===== src/design/swws_pkg.sv =====
// Shared constants, types and helpers of the sliding window weather statistics unit.
package swws_pkg;

	localparam int WINDOW_DEPTH = 24;
	localparam int NUM_CH       = 5;
	localparam int DIV_CH       = 4;

	localparam int TEMP_W    = 14;
	localparam int HUMID_W   = 14;
	localparam int PRESS_W   = 17;
	localparam int WIND_W    = 14;
	localparam int RAIN_W    = 14;
	localparam int VAL_W     = 18;
	localparam int TOTAL_W   = 23;
	localparam int TREND_W   = 17;
	localparam int SAMPLES_W = 5;
	localparam int CH_W      = 3;

	localparam int ADDR_W = $clog2(WINDOW_DEPTH);
	localparam int CNT_W  = $clog2(WINDOW_DEPTH + 1);
	localparam int SUM_W  = VAL_W + $clog2(WINDOW_DEPTH);
	localparam int MAG_W  = SUM_W - 1;
	localparam int STEP_W = $clog2(MAG_W);
	localparam int DCH_W  = $clog2(DIV_CH);

	localparam logic [CH_W-1:0] CH_TEMP  = 3'd0;
	localparam logic [CH_W-1:0] CH_HUMID = 3'd1;
	localparam logic [CH_W-1:0] CH_PRESS = 3'd2;
	localparam logic [CH_W-1:0] CH_WIND  = 3'd3;
	localparam logic [CH_W-1:0] CH_RAIN  = 3'd4;

	typedef struct packed {
		logic signed [TEMP_W-1:0] temp;
		logic [HUMID_W-1:0]       humid;
		logic [PRESS_W-1:0]       press;
		logic [WIND_W-1:0]        wind;
		logic [RAIN_W-1:0]        rain;
	} row_t;

	typedef struct packed {
		logic capture;
		logic write_direct;
		logic write_held;
		logic rd_issue;
		logic div_load;
		logic div_step;
		logic ch_inc;
		logic ch_clr;
		logic emit;
	} cmd_t;

	typedef struct packed {
		logic fill_nz;
		logic rd_last;
		logic div_step_last;
		logic ch_div_last;
		logic ch_last;
	} stat_t;

	function automatic logic signed [VAL_W-1:0] chan_val(row_t r, logic [CH_W-1:0] c);
		logic signed [VAL_W-1:0] v;
		case (c)
			CH_TEMP:  v = VAL_W'(r.temp);
			CH_HUMID: v = $signed({{(VAL_W-HUMID_W){1'b0}}, r.humid});
			CH_PRESS: v = $signed({{(VAL_W-PRESS_W){1'b0}}, r.press});
			CH_WIND:  v = $signed({{(VAL_W-WIND_W){1'b0}}, r.wind});
			default:  v = $signed({{(VAL_W-RAIN_W){1'b0}}, r.rain});
		endcase
		return v;
	endfunction

endpackage


===== src/design/swws_ctrl.sv =====
// Sequencer of the statistics run: window walk, trend, serial divides, result beats.
module swws_ctrl
	import swws_pkg::*;
(
	input  logic  clk,
	input  logic  arst_n,
	input  logic  start,
	input  logic  refresh,
	input  stat_t stat,
	output cmd_t  cmd,
	output logic  busy
);

	localparam logic [2:0] S_IDLE  = 3'd0;
	localparam logic [2:0] S_READ  = 3'd1;
	localparam logic [2:0] S_DRAIN = 3'd2;
	localparam logic [2:0] S_DLOAD = 3'd3;
	localparam logic [2:0] S_DIV   = 3'd4;
	localparam logic [2:0] S_EMIT  = 3'd5;

	logic [2:0] state_q;
	logic [2:0] state_nx;

	always_comb begin
		cmd      = '0;
		state_nx = state_q;
		unique case (state_q)
			S_IDLE: begin
				if (start) begin
					if (refresh && stat.fill_nz) begin
						cmd.capture = 1'b1;
						state_nx    = S_READ;
					end else begin
						cmd.write_direct = 1'b1;
					end
				end
			end
			S_READ: begin
				cmd.rd_issue = 1'b1;
				if (stat.rd_last)
					state_nx = S_DRAIN;
			end
			S_DRAIN: state_nx = S_DLOAD;
			S_DLOAD: begin
				cmd.div_load = 1'b1;
				state_nx     = S_DIV;
			end
			S_DIV: begin
				cmd.div_step = 1'b1;
				if (stat.div_step_last) begin
					if (stat.ch_div_last) begin
						cmd.ch_clr = 1'b1;
						state_nx   = S_EMIT;
					end else begin
						cmd.ch_inc = 1'b1;
						state_nx   = S_DLOAD;
					end
				end
			end
			S_EMIT: begin
				cmd.emit   = 1'b1;
				cmd.ch_inc = 1'b1;
				// append the held sample once the last beat goes out
				if (stat.ch_last) begin
					cmd.write_held = 1'b1;
					state_nx       = S_IDLE;
				end
			end
			default: state_nx = S_IDLE;
		endcase
	end

	always_ff @(posedge clk or negedge arst_n) begin
		if (!arst_n)
			state_q <= S_IDLE;
		else
			state_q <= state_nx;
	end

	assign busy = (state_q != S_IDLE);

endmodule


===== src/design/swws_dp.sv =====
// Window memory, accumulators, trend, serial divider and result registers.
module swws_dp
	import swws_pkg::*;
(
	input  logic                      clk,
	input  logic                      arst_n,
	input  cmd_t                      cmd,
	input  row_t                      sample,
	output stat_t                     stat,
	output logic                      strobe,
	output logic [CH_W-1:0]           channel,
	output logic signed [VAL_W-1:0]   minimum,
	output logic signed [VAL_W-1:0]   maximum,
	output logic signed [VAL_W-1:0]   mean,
	output logic signed [TOTAL_W-1:0] total,
	output logic signed [TREND_W-1:0] trend,
	output logic [SAMPLES_W-1:0]      samples,
	output logic                      last
);

	localparam int TR_W  = PRESS_W + 2;
	localparam int CMP_W = (SUM_W > TOTAL_W) ? SUM_W : TOTAL_W;
	localparam logic signed [TR_W-1:0]  TR_MAX  = TR_W'(2**(TREND_W-1) - 1);
	localparam logic signed [TR_W-1:0]  TR_MIN  = ~TR_MAX;
	localparam logic signed [CMP_W-1:0] TOT_MAX = CMP_W'(2**(TOTAL_W-1) - 1);
	localparam logic signed [CMP_W-1:0] TOT_MIN = ~TOT_MAX;

	function automatic logic [ADDR_W-1:0] slot_next(logic [ADDR_W-1:0] a);
		return (a == ADDR_W'(WINDOW_DEPTH - 1)) ? '0 : a + 1'b1;
	endfunction

	function automatic logic [ADDR_W-1:0] slot_prev(logic [ADDR_W-1:0] a);
		return (a == '0) ? ADDR_W'(WINDOW_DEPTH - 1) : a - 1'b1;
	endfunction

	row_t                      mem [WINDOW_DEPTH];
	row_t                      hold_q;
	row_t                      rd_row_s1;
	row_t                      mem_wdata;
	logic                      mem_we;
	logic [ADDR_W-1:0]         wr_slot_q;
	logic [ADDR_W-1:0]         rd_addr_q;
	logic [CNT_W-1:0]          fill_q;
	logic [CNT_W-1:0]          iss_q;
	logic                      rd_vld_s1;
	logic [CNT_W-1:0]          rd_k_s1;
	logic signed [VAL_W-1:0]   val_s1 [NUM_CH];
	logic signed [SUM_W-1:0]   sum_q [NUM_CH];
	logic signed [VAL_W-1:0]   min_q [NUM_CH];
	logic signed [VAL_W-1:0]   max_q [NUM_CH];
	logic signed [VAL_W-1:0]   mean_q [DIV_CH];
	logic [PRESS_W-1:0]        p_q [4];
	logic signed [TREND_W-1:0] trend_q;
	logic [CH_W-1:0]           ch_q;

	logic [CNT_W-1:0]          div_rem_q;
	logic [MAG_W-1:0]          div_quo_q;
	logic                      div_neg_q;
	logic [STEP_W-1:0]         step_q;
	logic [CNT_W:0]            trial;
	logic [CNT_W:0]            diff;
	logic                      ge;
	logic [CNT_W-1:0]          rem_nx;
	logic [MAG_W-1:0]          quo_nx;
	logic [MAG_W:0]            quo_sgn;
	logic signed [SUM_W-1:0]   sum_sel;
	logic [SUM_W-1:0]          mag_sel;

	logic signed [TR_W-1:0]    tr_d;
	logic signed [TR_W-1:0]    tr_h;
	logic signed [TR_W-1:0]    tr_sat;
	logic signed [CMP_W-1:0]   tot_ext;
	logic signed [CMP_W-1:0]   tot_sat;
	logic [CNT_W+SAMPLES_W-1:0] n_ext;

	// window memory: one row holds all five channels of a sample
	assign mem_we    = cmd.write_direct | cmd.write_held;
	assign mem_wdata = cmd.write_held ? hold_q : sample;

	always_ff @(posedge clk) begin
		if (mem_we)
			mem[wr_slot_q] <= mem_wdata;
		if (cmd.rd_issue)
			rd_row_s1 <= mem[rd_addr_q];
		if (cmd.capture)
			hold_q <= sample;
	end

	always_ff @(posedge clk or negedge arst_n) begin
		if (!arst_n) begin
			wr_slot_q <= '0;
			fill_q    <= '0;
			rd_addr_q <= '0;
			iss_q     <= '0;
			rd_vld_s1 <= 1'b0;
			rd_k_s1   <= '0;
			ch_q      <= '0;
		end else begin
			rd_vld_s1 <= cmd.rd_issue;
			if (mem_we) begin
				wr_slot_q <= slot_next(wr_slot_q);
				if (fill_q != CNT_W'(WINDOW_DEPTH))
					fill_q <= fill_q + 1'b1;
			end
			if (cmd.capture) begin
				rd_addr_q <= slot_prev(wr_slot_q);
				iss_q     <= '0;
			end else if (cmd.rd_issue) begin
				// walk from newest to oldest
				rd_addr_q <= slot_prev(rd_addr_q);
				iss_q     <= iss_q + 1'b1;
				rd_k_s1   <= iss_q;
			end
			if (cmd.capture || cmd.ch_clr)
				ch_q <= '0;
			else if (cmd.ch_inc)
				ch_q <= ch_q + 1'b1;
		end
	end

	always_comb begin
		for (int c = 0; c < NUM_CH; c++)
			val_s1[c] = chan_val(rd_row_s1, CH_W'(c));
	end

	// accumulate one window row per cycle, all channels side by side
	always_ff @(posedge clk) begin
		if (rd_vld_s1) begin
			for (int c = 0; c < NUM_CH; c++) begin
				if (rd_k_s1 == '0) begin
					sum_q[c] <= SUM_W'(val_s1[c]);
					min_q[c] <= val_s1[c];
					max_q[c] <= val_s1[c];
				end else begin
					sum_q[c] <= sum_q[c] + SUM_W'(val_s1[c]);
					if (val_s1[c] < min_q[c])
						min_q[c] <= val_s1[c];
					if (val_s1[c] > max_q[c])
						max_q[c] <= val_s1[c];
				end
			end
			if (rd_k_s1 < CNT_W'(4))
				p_q[rd_k_s1[1:0]] <= rd_row_s1.press;
		end
	end

	// pressure trend: half of newest pair minus older pair, toward zero
	always_comb begin
		tr_d = $signed({2'b00, p_q[0]}) + $signed({2'b00, p_q[1]})
			- $signed({2'b00, p_q[2]}) - $signed({2'b00, p_q[3]});
		tr_h = (tr_d + $signed({{(TR_W-1){1'b0}}, tr_d[TR_W-1]})) >>> 1;
		if (tr_h > TR_MAX)
			tr_sat = TR_MAX;
		else if (tr_h < TR_MIN)
			tr_sat = TR_MIN;
		else
			tr_sat = tr_h;
	end

	always_ff @(posedge clk or negedge arst_n) begin
		if (!arst_n)
			trend_q <= '0;
		else if (cmd.div_load && (fill_q >= CNT_W'(4)))
			trend_q <= tr_sat[TREND_W-1:0];
	end

	// restoring divider: one quotient bit per cycle on the sum's magnitude
	assign sum_sel = sum_q[ch_q];
	assign mag_sel = sum_sel[SUM_W-1] ? SUM_W'(-sum_sel) : SUM_W'(sum_sel);
	assign trial   = {div_rem_q, div_quo_q[MAG_W-1]};
	assign diff    = trial - {1'b0, fill_q};
	assign ge      = (trial >= {1'b0, fill_q});
	assign rem_nx  = ge ? diff[CNT_W-1:0] : trial[CNT_W-1:0];
	assign quo_nx  = {div_quo_q[MAG_W-2:0], ge};
	assign quo_sgn = div_neg_q ? -{1'b0, quo_nx} : {1'b0, quo_nx};

	always_ff @(posedge clk or negedge arst_n) begin
		if (!arst_n)
			step_q <= '0;
		else if (cmd.div_load)
			step_q <= '0;
		else if (cmd.div_step)
			step_q <= step_q + 1'b1;
	end

	always_ff @(posedge clk) begin
		if (cmd.div_load) begin
			div_rem_q <= '0;
			div_quo_q <= mag_sel[MAG_W-1:0];
			div_neg_q <= sum_sel[SUM_W-1];
		end else if (cmd.div_step) begin
			div_rem_q <= rem_nx;
			div_quo_q <= quo_nx;
			if (stat.div_step_last)
				mean_q[ch_q[DCH_W-1:0]] <= $signed(quo_sgn[VAL_W-1:0]);
		end
	end

	// result beat registers
	assign tot_ext = CMP_W'(sum_sel);
	assign tot_sat = (tot_ext > TOT_MAX) ? TOT_MAX : ((tot_ext < TOT_MIN) ? TOT_MIN : tot_ext);
	assign n_ext   = {{SAMPLES_W{1'b0}}, fill_q};

	always_ff @(posedge clk or negedge arst_n) begin
		if (!arst_n)
			strobe <= 1'b0;
		else
			strobe <= cmd.emit;
	end

	always_ff @(posedge clk) begin
		if (cmd.emit) begin
			channel <= ch_q;
			minimum <= (ch_q == CH_WIND || ch_q == CH_RAIN) ? '0 : min_q[ch_q];
			maximum <= (ch_q == CH_RAIN) ? '0 : max_q[ch_q];
			mean    <= (ch_q == CH_RAIN) ? '0 : mean_q[ch_q[DCH_W-1:0]];
			total   <= tot_sat[TOTAL_W-1:0];
			trend   <= (ch_q == CH_PRESS) ? trend_q : '0;
			samples <= n_ext[SAMPLES_W-1:0];
			last    <= (ch_q == CH_RAIN);
		end
	end

	assign stat.fill_nz       = (fill_q != '0);
	assign stat.rd_last       = (iss_q == fill_q - 1'b1);
	assign stat.div_step_last = (step_q == STEP_W'(MAG_W - 1));
	assign stat.ch_div_last   = (ch_q == CH_W'(DIV_CH - 1));
	assign stat.ch_last       = (ch_q == CH_RAIN);

endmodule


===== src/design/sliding_window_weather_stats_unit.sv =====
// Top level of the sliding window weather statistics unit.
// Usage:
//   Command channel: present a sample on the five channel ports with refresh,
//   raise start; the beat is taken at an edge where start is high and busy low.
//   The unit keeps the newest 24 samples in a window memory, dropping the oldest.
//   With refresh low, or an empty window, the sample is appended at the accepting
//   edge, no result appears, and the next beat may follow in the next cycle.
//   With refresh high, busy stays high while the unit walks the n stored rows of
//   the window memory one row per cycle on its single read port, drains the read,
//   then computes four channel means one after another on a shared one-bit-per-
//   cycle divider, loading it before each divide. Five result beats follow on
//   consecutive cycles, channel 0 first, each marked by strobe for one cycle,
//   last set on the rain beat. The new sample is appended after the statistics
//   of the stored window are taken.
//   The receiver cannot stall: every strobe beat is taken as it stands.
//   Reset (arst_n low) empties the window and clears the held trend; window
//   memory contents are never read before written.
module sliding_window_weather_stats_unit
	import swws_pkg::*;
(
	input  logic                      clk,
	input  logic                      arst_n,
	input  logic                      start,
	output logic                      busy,
	input  logic signed [TEMP_W-1:0]  temperature_centi,
	input  logic [HUMID_W-1:0]        humidity_centi,
	input  logic [PRESS_W-1:0]        pressure_centi,
	input  logic [WIND_W-1:0]         wind_centi,
	input  logic [RAIN_W-1:0]         rain_centi,
	input  logic                      refresh,
	output logic                      strobe,
	output logic [CH_W-1:0]           channel,
	output logic signed [VAL_W-1:0]   minimum,
	output logic signed [VAL_W-1:0]   maximum,
	output logic signed [VAL_W-1:0]   mean,
	output logic signed [TOTAL_W-1:0] total,
	output logic signed [TREND_W-1:0] trend,
	output logic [SAMPLES_W-1:0]      samples,
	output logic                      last
);

	cmd_t  cmd;
	stat_t stat;
	row_t  sample;

	assign sample.temp  = temperature_centi;
	assign sample.humid = humidity_centi;
	assign sample.press = pressure_centi;
	assign sample.wind  = wind_centi;
	assign sample.rain  = rain_centi;

	swws_ctrl u_ctrl (
		.clk     (clk),
		.arst_n  (arst_n),
		.start   (start),
		.refresh (refresh),
		.stat    (stat),
		.cmd     (cmd),
		.busy    (busy)
	);

	swws_dp u_dp (
		.clk     (clk),
		.arst_n  (arst_n),
		.cmd     (cmd),
		.sample  (sample),
		.stat    (stat),
		.strobe  (strobe),
		.channel (channel),
		.minimum (minimum),
		.maximum (maximum),
		.mean    (mean),
		.total   (total),
		.trend   (trend),
		.samples (samples),
		.last    (last)
	);

`ifndef NO_ASSERTIONS
	// every result beat comes out of a run the sequencer was working on
	a_strobe_in_run: assert property (@(posedge clk) disable iff (!arst_n)
		strobe |-> $past(busy))
		else $error("result beat outside a statistics run");

	// the five beats of a run are back to back
	a_run_contiguous: assert property (@(posedge clk) disable iff (!arst_n)
		strobe && !last |=> strobe)
		else $error("gap inside a result run");

	a_last_is_rain: assert property (@(posedge clk) disable iff (!arst_n)
		strobe && last |-> channel == CH_RAIN)
		else $error("last beat not on the rain channel");

	// a plain append never holds the command channel
	a_append_one_cycle: assert property (@(posedge clk) disable iff (!arst_n)
		start && !busy && !refresh |=> !busy)
		else $error("append without refresh held busy");
`endif

endmodule

===== config.mk =====
export PLATFORM = sky130hd
export DESIGN_NAME = sliding_window_weather_stats_unit
export DESIGN_NICKNAME = d
export VERILOG_FILES = /design/src/design/swws_pkg.sv /design/src/design/swws_ctrl.sv /design/src/design/swws_dp.sv /design/src/design/sliding_window_weather_stats_unit.sv
export SDC_FILE = /design/constraint.sdc
export NUM_CORES = 2
export LEC_CHECK = 0
export ABC_AREA = 1
export BUFFER_PORTS_ARGS = -buffer_cell sky130_fd_sc_hd__buf_4
export CORE_ASPECT_RATIO = 1.2
export CORE_UTILIZATION = 60
export CTS_CLUSTER_DIAMETER = 150
export DETAILED_ROUTE_END_ITERATION = 10
export PLACE_DENSITY = 0.77
export SETUP_SLACK_MARGIN = 0.02
export SYNTH_ARGS = -nofsm -noshare
export SYNTH_HDL_FRONTEND = slang
export SYNTH_SLANG_ARGS = --single-unit

===== constraint.sdc =====
create_clock -name clk -period 27.5 [get_ports clk]
set_clock_uncertainty 0.1 [all_clocks]
set_input_delay 0 -clock clk [delete_from_list [all_inputs] [get_ports clk]]
set_output_delay 0 -clock clk [all_outputs]
set_load 0.01 [all_outputs]

Yosys cells after proc, flatten, opt, wreduce, memory -nomap -nowiden
Memory sizes are Yosys's and may differ from the RTL's. A register that Yosys moved wholly into a read port is not among the register bits.
Index checks and enable logic that the tools add are counted.
- add/sub/neg operators: 20
- magnitude comparators: 17
- equal/unequal tests: 17
- multiplexer cells: 112
- bitwise logic cells: 17
- reductions and logical operators: 16
- operator list (kind ; count):
    $mux W18 ; 11
    $mux W23 ; 6
    $mux W73 ; 1
    $add A23 B15 Y23 ; 3
    $mux W1 ; 66
    $mux W22 ; 3
    $gt A15 B18 Y1 ; 3
    $lt A15 B18 Y1 ; 3
    $mux W5 ; 10
    $sub A19 B18 Y19 ; 2
    $mux W17 ; 2
    $mux W3 ; 8
    $add A23 B14 Y23 ; 1
    $add A23 B18 Y23 ; 1
    $gt A23 B23 Y1 const B ; 1
    $lt A23 B23 Y1 const B ; 1
    $neg A22 Y22 ; 1
    $add A5 B1 Y5 const B ; 4
    $add A19 B2 Y19 ; 1
    $add A17 B17 Y18 ; 1
    $gt A14 B18 Y1 ; 1
    $gt A18 B17 Y1 const B ; 1
    $gt A18 B18 Y1 ; 1
    $lt A14 B18 Y1 ; 1
    31 further kinds ; 66
- register bits after elaboration: 205
- RAM bits: 2187
- input port bits: 77
- output and inout bits: 105
- word-level logic and storage cells: 229
- memories kept: 6
- memories (name ; depth ; width ; rd ports ; clocked after memory_dff ; wr ports ; line ; text):
    u_dp.mem ; 24 ; 73 ; 1 ; 1 ; 1 ; swws_dp.sv:36 ; row_t mem [WINDOW_DEPTH];
    u_dp.sum_q ; 5 ; 23 ; 6 ; 0 ; 5 ; swws_dp.sv:48 ; logic signed [SUM_W-1:0] sum_q [NUM_CH];
    u_dp.max_q ; 5 ; 18 ; 6 ; 1 ; 5 ; swws_dp.sv:50 ; logic signed [VAL_W-1:0] max_q [NUM_CH];
    u_dp.min_q ; 5 ; 18 ; 6 ; 1 ; 5 ; swws_dp.sv:49 ; logic signed [VAL_W-1:0] min_q [NUM_CH];
    u_dp.mean_q ; 4 ; 18 ; 1 ; 1 ; 1 ; swws_dp.sv:51 ; logic signed [VAL_W-1:0] mean_q [DIV_CH];
    u_dp.p_q ; 4 ; 17 ; 4 ; 0 ; 1 ; swws_dp.sv:52 ; logic [PRESS_W-1:0] p_q [4];

Depth between registers and ports, before layout
- depth in word-level cells: 8
- mapped depth: 41
- mapped depth without buffers: 40

Modules after synthesis
A second synthesis with hierarchy kept.
- cells, all modules: 8783
- area, all modules: 107046.4 µm²
- modules (own cells, without submodules) (module ; instances ; cells an instance ; area each (µm²) ; seq. area each (µm²)):
    swws_dp ; 1 ; 8736 ; 106727.4 ; 74221.2
    swws_ctrl ; 1 ; 47 ; 319.1 ; 75.1

Worst setup path before layout
OpenSTA, ideal clock, no wires.
- path kind: flip-flop to flip-flop
- start point: reg u_ctrl.state_q[0]
- end point: mem u_dp.mem[11][0] in the netlist's numbering, enable pin
- library setup time: 505 ps
- arrival: 11865 ps
- data required time: 26895 ps
- setup slack: 15030 ps
- cell stages (with the launch flop): 10
- path buffers: 1
- period minus slack after synthesis: 12470 ps
- cells stage by stage: dfrtp_1 > inv_1 > nor3_1 > inv_1 > nor2_1 > a21oi_1 > inv_1 > buf_2 > nand2_1 > nor2_1
- longest elaborated chain between the ends: 5
- elaborated cells on any way between the ends: 7
- those cells by class: 1 x eq/ne; 4 x mux; 1 x bitwise; 1 x reduce/logical
- RTL lines (element ; line ; text):
    start: declaration ; swws_ctrl.sv:21 ; logic [2:0] state_q;
    start signal: assignment ; swws_ctrl.sv:77 ; state_q <= state_nx;
    $eq A3 B3 Y1 / $logic_not A3 Y1 (equally long branches) ; swws_ctrl.sv:27 ; unique case (state_q)
    $mux W1 / $mux W2 (equally long branches) ; swws_ctrl.sv:27 ;
    $or A1 B1 Y1 * ; swws_dp.sv:77 ; assign mem_we = cmd.write_direct | cmd.write_held;
    $mux W1 * ; swws_dp.sv:81 ; if (mem_we)
    $mux W1 (not written as such) * ; swws_dp.sv:82 ; mem[wr_slot_q] <= mem_wdata;
    end: declaration ; swws_dp.sv:36 ;
Mark *: on every way between the ends. The rest lies on a longest branch, timed or not.

==> results.py <==
metrics = {
    "status": {
        "status": "finished, violations left",
        "violations": "capacitance limit, slew limit",
    },
    "power_and_ir_drop": {
        "leakagePower_nw": 42.5,
        "p_int_mw": 8.39,
        "switching_power_mw": 5.91,
        "irDropWorstVdd_uv": 107,
        "share_comb_of_total_power": 0.407,
        "p_clk_frac": 0.223,
        "power_density_nw_per_um2": 119,
        "switching_share": 0.413,
        "seqPwrFrac": 0.370,
    },
    "timing": {
        "slew_viol_final": 2,
        "period_minus_slack_ps": 6170,
        "max_slew_margin": -0.0226,
        "clock.fmax_mhz": 162,
        "setup_violations": 0,
        "fin_setup_tns_ps": 0,
        "hold_viol": 0,
        "rsz0062_at_grt": "no",
        "worst_slack_ps": 21330,
        "tightest_slew_ps": 1510,
        "period_share": 0.224,
    },
    "synth": {
        "synth_area_per_cell_um2": 12.1,
        "synth_top_area_frac": 0.679,
        "syn-instance-count": 8852,
        "synth_enable_flop_cells": 2425,
        "yosys_register_bits": 2485,
        "synth-seq-area-share": 0.693,
        "synth_ff_type": "edfxtp_1",
        "postSynth.asyncResetShare": 0.0221,
        "synth.distinct_cells": 60,
        "synth-warning-count": 0,
        "synth_top_cell_by_area": "edfxtp_1",
        "synth.area.top_cells": "edfxtp_1 68%, o21ai_0 6.1%, nor2_1 4.2%",
        "synth_nets": 9235,
        "synth_area_um2": 107000,
    },
    "grt": {
        "antenna_found_initial": 13,
        "track_usage": 0.315,
        "grt_pass1_wl_um": 430000,
        "grt_max_degree": 221,
        "grt_pass1_vias": 72400,
        "overflow": 0,
    },
    "final_layout": {
        "syn_to_final_growth_pct": 11.8,
        "fillers": 12000,
        "fin_nets": 9443,
        "final_common_cell": "edfxtp_1",
        "drive_gt1_frac": 0.0816,
        "final_cell_mix": "2425 x edfxtp_1, 1314 x o21ai_0, 1176 x nor2_1",
    },
    "place": {
        "portBuffers": 181,
        "place_ws_ps": 21360,
        "dp_hpwl_um": 170000,
        "gp_congestion": 0.968,
    },
    "floorplanning": {
        "die_area_um2": 180000,
        "start_util": 0.605,
        "die_w_um": 388,
        "rows": 169,
        "io_pins": 182,
        "core_um2": 177000,
        "chipHeight_um": 465,
    },
    "worst_setup_path": {
        "ff2ff_path_depth": 38,
        "r2r_start": "u_dp.p_q[1][0]$_DFFE_PP_",
        "crit_path_end_kind": "flop",
        "required_ps": 28220,
        "critPathSlowestCell": "fa_1",
        "worstPathArrival_ps": 6880,
        "critPathKind": "flop to flop",
        "rrSetupSlack_ps": 21330,
        "crit_top_cell": "nand2_1",
        "r2r_end": "u_dp.trend_q[12]$_DFFE_PN0P_",
        "crit_fanout": 11,
        "cpPeakStageDelay_ps": 440,
        "startpoint_type": "flop",
    },
    "cts": {
        "h-tree-depth": 4,
        "tritoncts": "yes",
        "cts.clk_slew.worst_paths_ps": 60,
        "cts.sinks": 2485,
        "post_cts_buffers": 0,
        "cts_hold_buf": 152,
        "insertion_delay_ps": 890,
        "cts-resized-gates": 0,
        "cts_buffers": 227,
        "cts_root_buffer": "clkbuf_16",
        "cts.path.max_buffers": 3,
    },
    "flow_run": {
        "max_cap_violations": 1,
    },
    "detailed_routing": {
        "num_vias": 73800,
        "avgViaCountPerCell": 6.39,
        "wl_per_cell_um": 25.0,
        "drtIter0Drc": 8915,
        "drt_wl_total_um": 289000,
        "postRouteAntennaNets": 0,
        "drc": 0,
        "drt_first_pass_iters": 8,
    },
    "worst_hold_path": {
        "min-delay-path-class": "primary input to async pin",
    },
}
[power by group through the flow]
stage	registers [mW]	logic [mW]	clock network, mW
global route	5.32	6.39	3.34
global placement	5.34	5.46	0
CTS	5.28	5.71	3.20
finish	5.29	5.81	3.19
floorplan	5.16	3.96	0
detailed placement	5.36	5.64	0
[per-layer routing]
layer / share of wire / vias to the layer above / global-route usage / wire length [µm]
li1: - / 32700 / - / -
met5: 0.00030 / - / 0 / 87
met3: 0.11 / 840 / 0.0511 / 30400
met2: 0.48 / 4468 / 0.523 / 139000
met1: 0.35 / 35800 / 0.397 / 102000
met4: 0.058 / 12 / 0.176 / 16800
[synth_stat cells (24+ instances only)]
cell and n:
fa_1 24, o21ai_1 49, inv_1 455, nor2_1 1202, nand2_1 1109, a31oi_1 38, buf_2 54, xor2_1 77
nand4_1 36, o21ai_0 1316, nor3_1 31, edfxtp_1 2425, dfrtp_1 55, o211ai_1 36, buf_1 34, a21oi_1 290
nand3_1 232, xnor2_1 58, ha_1 282, clkbuf_1 385, o22ai_1 110, o221ai_1 354
[logic make-up after synthesis]
family / count (synthesis) / share of synthesized area
compound gates: 2286 / 0.124
buf+inv: 951 / 0.0342
simple gates: 2689 / 0.101
xor+xnor: 135 / 0.0110
fa+ha+maj: 306 / 0.0374
flops: 2485 / 0.693
[worst max-delay path, delay by kind of cell, from the launching register on]
kind,cells,cell delay (ps)
AOI/OAI and AO/OA,6,1220
DFF,1,370
buffers and inverters,3,190
and+or+nand+nor,23,2360
adders and majority gates,5,1650
xor gates and xnor gates,1,190
[worst max path at each step]
stage	startpoint	to	slack [ps]	depth (start not counted)
after floorplan	u_ctrl.state_q[0]$_DFFE_PN0P_	u_dp.mem[11][0]$_DFFE_PP_	15030	9
after global placement	u_dp.p_q[1][0]$_DFFE_PP_	u_dp.trend_q[15]$_DFFE_PN0P_	21390	38
after detailed placement	u_dp.p_q[1][0]$_DFFE_PP_	u_dp.trend_q[12]$_DFFE_PN0P_	21360	38
after CTS	u_dp.p_q[1][0]$_DFFE_PP_	u_dp.trend_q[12]$_DFFE_PN0P_	21330	38
after global routing	u_dp.p_q[1][0]$_DFFE_PP_	u_dp.trend_q[13]$_DFFE_PN0P_	20830	38
final	u_dp.p_q[1][0]$_DFFE_PP_	u_dp.trend_q[12]$_DFFE_PN0P_	21330	38
[through the flow]
stage | cells | utilization | hold WS [ps] | instance area, µm² | total power, mW
6_report | 11600 | 0.677 | 105 | 120000 | 14.3
3_5_place_dp | 11000 | 0.626 | 28.0 | 111000 | 11.0
2_1_floorplan | 8852 | - | -396 | 107000 | 9.13
4_1_cts | 11600 | 0.677 | 52.6 | 120000 | 14.2
5_1_grt | 11600 | 0.677 | 147 | 120000 | 15.0
3_3_place_gp | 11000 | 0.626 | 19.0 | 111000 | 10.8
[flip-flops by register name, indices dropped and copies added, names as in the netlist, 22 cells and up]
signal and flops:
u_dp.p_q 68, u_dp.hold_q 73, u_dp.max_q 73, u_dp.min_q 73, u_dp.mem 1752, u_dp.total 23, u_dp.rd_row_s1 73, u_dp.mean_q 72
u_dp.sum_q 115, u_dp.div_quo_q 22
[final cells by class]
class	count	area, µm²	share of cell area
Antenna cell	2	5.00	0.0000417
Clock buffer	276	5990	0.0499
Clock inverter	144	1500	0.0125
Inverter	473	1800	0.0150
Multi-Input combinational cell	5416	29600	0.246
Sequential cell	2485	74300	0.620
Tap cell	2308	2890	0.0241
Timing Repair Buffer	457	3870	0.0322
Power figures use the tool's default switching activity.
